`src/hw/rtl/bhs_pkg.sv`:
```
// Shared types and constants for the bucketed hash set core.
// Holds command, status and sequencer codes; no dependencies.
package bhs_pkg;

	localparam int NUM_BUCKETS_DEF  = 10;
	localparam int BUCKET_DEPTH_DEF = 8;
	localparam int KEY_W            = 32;
	localparam int BIDX_W           = 6;

	typedef enum logic [1:0] {
		CMD_INSERT = 2'd0,
		CMD_REMOVE = 2'd1,
		CMD_ALTER  = 2'd2,
		CMD_SEARCH = 2'd3
	} cmd_t;

	typedef enum logic [1:0] {
		ST_OK     = 2'd0,
		ST_DUP    = 2'd1,
		ST_ABSENT = 2'd2,
		ST_FULL   = 2'd3
	} status_t;

	typedef enum logic [2:0] {
		S_IDLE,
		S_MUL_K,
		S_MUL_R,
		S_RD_NB,
		S_CMP_NB,
		S_CMP_B,
		S_WR_NB
	} state_t;

endpackage

```
`src/hw/rtl/bhs_row_mem.sv`:
```
// Bucket row store: one row per bucket, all slot keys plus the slot-valid mask.
// Synchronous, registered read; per-row init flags stand in for a clear.
// Depends on bhs_pkg.
module bhs_row_mem #(
	parameter int NUM_BUCKETS  = bhs_pkg::NUM_BUCKETS_DEF,
	parameter int BUCKET_DEPTH = bhs_pkg::BUCKET_DEPTH_DEF,
	localparam int RAW   = $clog2(NUM_BUCKETS),
	localparam int ROW_W = BUCKET_DEPTH * bhs_pkg::KEY_W
) (
	input  logic                    clk,
	input  logic                    arst_n,
	input  logic                    rd_en,
	input  logic [RAW-1:0]          rd_addr,
	output logic [ROW_W-1:0]        rd_keys,
	output logic [BUCKET_DEPTH-1:0] rd_mask,
	input  logic                    wr_en,
	input  logic [RAW-1:0]          wr_addr,
	input  logic [ROW_W-1:0]        wr_keys,
	input  logic [BUCKET_DEPTH-1:0] wr_mask
);
	logic [ROW_W-1:0]        keys_mem [NUM_BUCKETS];
	logic [BUCKET_DEPTH-1:0] mask_mem [NUM_BUCKETS];
	logic [NUM_BUCKETS-1:0]  init_q;
	logic                    rd_init_q;
	logic [ROW_W-1:0]        keys_rd_q;
	logic [BUCKET_DEPTH-1:0] mask_rd_q;

	// row storage
	always_ff @(posedge clk) begin
		if (wr_en) begin
			keys_mem[wr_addr] <= wr_keys;
			mask_mem[wr_addr] <= wr_mask;
		end
		if (rd_en) begin
			keys_rd_q <= keys_mem[rd_addr];
			mask_rd_q <= mask_mem[rd_addr];
		end
	end

	// a row never written reads as all slots empty
	always_ff @(posedge clk or negedge arst_n) begin
		if (!arst_n) begin
			init_q    <= '0;
			rd_init_q <= 1'b0;
		end else begin
			if (wr_en) begin
				init_q[wr_addr] <= 1'b1;
			end
			if (rd_en) begin
				rd_init_q <= init_q[rd_addr];
			end
		end
	end

	assign rd_keys = keys_rd_q;
	assign rd_mask = mask_rd_q & {BUCKET_DEPTH{rd_init_q}};

endmodule

```
`config.mk`:
```
export PLATFORM = sky130hd
export DESIGN_NAME = bhs_row_mem
export DESIGN_NICKNAME = d
export VERILOG_FILES = /design/src/hw/rtl/bhs_pkg.sv /design/src/hw/rtl/bhs_row_mem.sv
export SDC_FILE = /design/constraint.sdc
export NUM_CORES = 2
export LEC_CHECK = 0
export ABC_CLOCK_PERIOD_IN_PS = 1700
export BUFFER_PORTS_ARGS = -buffer_cell sky130_fd_sc_hd__buf_2
export CORE_ASPECT_RATIO = 2
export CORE_UTILIZATION = 40
export CTS_BUF_LIST = sky130_fd_sc_hd__clkbuf_8 sky130_fd_sc_hd__clkbuf_16
export DETAILED_ROUTE_END_ITERATION = 8
export PLACE_DENSITY_LB_ADDON = 0.3
export SLEW_MARGIN = 10
export SYNTH_ARGS = -nofsm -noshare
export SYNTH_HDL_FRONTEND = slang
export SYNTH_SLANG_ARGS = --single-unit
```
`constraint.sdc`:
```
create_clock -name clk -period 1.7 [get_ports clk]
set_input_delay 0.34 -clock clk [delete_from_list [all_inputs] [get_ports clk]]
set_output_delay 0.34 -clock clk [all_outputs]
set_load 0.03 [all_outputs]
```
==> results.json <==
{
  "dp_hpwl_um": 180000,
  "path_clk_slew_ns": 0.07,
  "drv_cap": 0,
  "placed_cells": 9228,
  "leakage_uw": 0.0447,
  "hold_ws_ns": 0.116,
  "internal-power_uw": 119000,
  "routed_wl_um": 272000,
  "power.density_nw_per_um2": 1130,
  "numCtsBuffers": 249,
  "fin_worst_skew_ns": 0.0701,
  "r2r_setup_slack_ns": 0.06,
  "synth_top_family_by_area": "multiplexers",
  "reg2reg_depth": 4,
  "fin_util": 0.499,
  "path_max_fanout": 6,
  "tritoncts": "built",
  "ir_drop_mv": 1.08,
  "synthAdderAreaFrac": 0,
  "wl_per_cell_um": 27.3,
  "layout_min_cycle_time_ns": 2.10,
  "netlist_instances": 4813,
  "initial_core_util": 0.402,
  "p_sw_uw": 32600,
  "ys_types": 28,
  "fmax_mhz": 476,
  "violations": "design-rule violations, negative setup slack",
  "grt.total_usage": 0.199,
  "grt_pass1_wl_um": 393000,
  "crit_family": "flip-flops",
  "portBuffers": 539,
  "synth_xor_area_frac": 0,
  "rsz0062_at_grt": "true",
  "maxSlewHeadroom": 0.610,
  "p_clk_frac": 0.394,
  "swShare": 0.215,
  "fp.dieW_um": 370,
  "first_pass_iters": 9,
  "clk_latency_ns": 0.92,
  "gp_congestion": 0.796,
  "setup_viol": 264,
  "drc_errors": 108,
  "vias": 53100,
  "die_h_um": 737,
  "areaGrowthSynthToFinish_pct": 24.1,
  "grt_max_degree": 66,
  "final_common_cell": "edfxtp_1",
  "start_kind": "flop",
  "hold_viol_final": 0,
  "tns_ns": -33.02,
  "crit_buf_inv": 2,
  "cp.arrival_ns": 1.76,
  "path_class": "flop to output port",
  "synth_area_per_cell_um2": 22.5,
  "synthMuxAreaShare": 0.111,
  "async_flop_share": 0.00377,
  "antenna_found_initial": 43,
  "gr-total-overflow": 0,
  "timing.rr.start": "keys_mem[6][51]",
  "worst_slack_ns": -0.400,
  "slew_violations": 0,
  "pin_count": 540,
  "worstSetupEndpointType": "output port",
  "drtIter0Drc": 3834,
  "synth-seq-cells": 2915,
  "syn_nets": 5089,
  "root_buffer": "clkbuf_16",
  "clk_path_buf_depth": 4,
  "ys_warn_count": 0,
  "ant_nets": 0,
  "clock_sinks": 2915,
  "cts_max_level": 4,
  "hold_class": "primary input to flop",
  "core_um2": 269000,
  "slowest_stage": "dfrtp_2",
  "grt_pass1_vias": 57100,
  "fin_crit_sh": 1.24,
  "r2r-end": "rd_keys[51]",
  "p_seq_frac": 0.538,
  "synth-edff-count": 2904,
  "dieArea_um2": 272000,
  "layout_common_cells": "edfxtp_1 (2,904), mux4_2 (509), buf_4 (392)",
  "crit_cells": 3,
  "nets": 6503,
  "dp_slack_ns": -0.735,
  "status": "finished with violations",
  "required_ns": 1.36,
  "synthSimpleGateAreaFrac": 0.0266,
  "seq_area_frac_synth": 0.809,
  "drive_above_1_share": 0.323,
  "cpPeakStageDelay_ns": 0.44,
  "num_rows": 269,
  "startpoint": "rd_init_q",
  "ys.flop_type": "edfxtp_1",
  "endpoint": "rd_mask[1]",
  "worst-slew-pin-transition_ns": 0.583,
  "comb_power_share": 0.067,
  "fin_cells": 9982,
  "synth_compound_area_frac": 0.0369,
  "vias_per_cell": 5.32,
  "synth_area_um2": 108000,
  "crit_chain": "buf_12 > and2_4 > buf_6"
}
-- cell usage after synthesis, drive strengths merged (3+ instances only) --
| master | number | area [µm²] |
|---|---|---|
| buf | 137 | 1230 |
| mux2 | 3 | 33.8 |
| nor2 | 10 | 37.5 |
| nand2b | 261 | 1630 |
| nor3 | 3 | 15.0 |
| edfxtp | 2904 | 87200 |
| nand2 | 266 | 998 |
| a22oi | 264 | 1980 |
| or2 | 10 | 62.6 |
| or2b | 6 | 45.0 |
| dfrtp | 11 | 275 |
| mux4 | 529 | 12000 |
| and2 | 8 | 50.1 |
| o211ai | 264 | 1980 |
| clkbuf | 128 | 480 |
-- area by class of cell --
class | instances | area (µm²)
Inverter | 1 | 3.75
Multi-Input combinational cell | 1632 | 19000
Timing Repair Buffer | 1428 | 14600
Fill cell | 21300 | 134000
Clock inverter | 209 | 2350
Clock buffer | 249 | 6230
Antenna cell | 25 | 62.6
Sequential cell | 2915 | 87500
Tap cell | 3523 | 4410
-- flip-flops by register name, summed over array words and instances (netlist names) --
name and cells:
rd_keys 256, keys_mem 2560, mask_mem 80, rd_init_q 1, mask_rd_q 8, init_q 10
-- repair_timing --
action,CTS,global route
hold buffers,270,0
gates resized for setup,535,0
buffers inserted,1,0
setup endpoints to repair,264,264
hold endpoints to repair,2695,0
cloned,0,0
-- routing by layer --
layer | global-route usage | up-vias | routed length [µm]
li1 | - | 23000 | -
met1 | 0.229 | 28100 | 99900
met2 | 0.366 | 1592 | 147000
met3 | 0.0407 | 450 | 16300
met4 | 0.0627 | 28 | 8670
met5 | 0 | - | 156
-- cells by family after synthesis --
kind of cell | after synthesis
compound gates | 531
buf+inv | 266
flops | 2915
mux | 532
simple gates | 569
-- worst min-delay path, cell delays in order --
cell,delay (ns)
buf_12,0.17
buf_12,0.21
nor2_1,0.13
o41ai_1,0.08
-- worst min path at each step --
| stage | start | end | cells after the start |
|---|---|---|---|
| 2_1_floorplan | arst_n | init_q[0] | 0 |
| 3_3_place_gp | arst_n | init_q[9] | 1 |
| 3_5_place_dp | arst_n | init_q[9] | 1 |
| 4_1_cts | rd_addr[0] | rd_init_q | 4 |
| 5_1_grt | wr_addr[3] | keys_mem[3][133] | 4 |
| 6_report | rd_addr[0] | rd_init_q | 4 |
-- per-stage QoR --
| stage | area [µm²] | total power (µW) |
|---|---|---|
| after CTS | 134000 | 153000 |
| after floorplan | 108000 | 87900 |
| after global routing | 134000 | 156000 |
| final | 134000 | 152000 |
| after detailed placement | 121000 | 92400 |
| after global placement | 121000 | 92200 |
-- power by group through the flow --
stage,registers (µW),logic (µW),clock network [µW]
after global routing,81900,10900,63400
after global placement,83200,9070,0
after detailed placement,83200,9210,0
after floorplan,84000,3890,0
final,81800,10200,59900
after CTS,81800,10400,61200
Power figures use the tool's default switching activity.
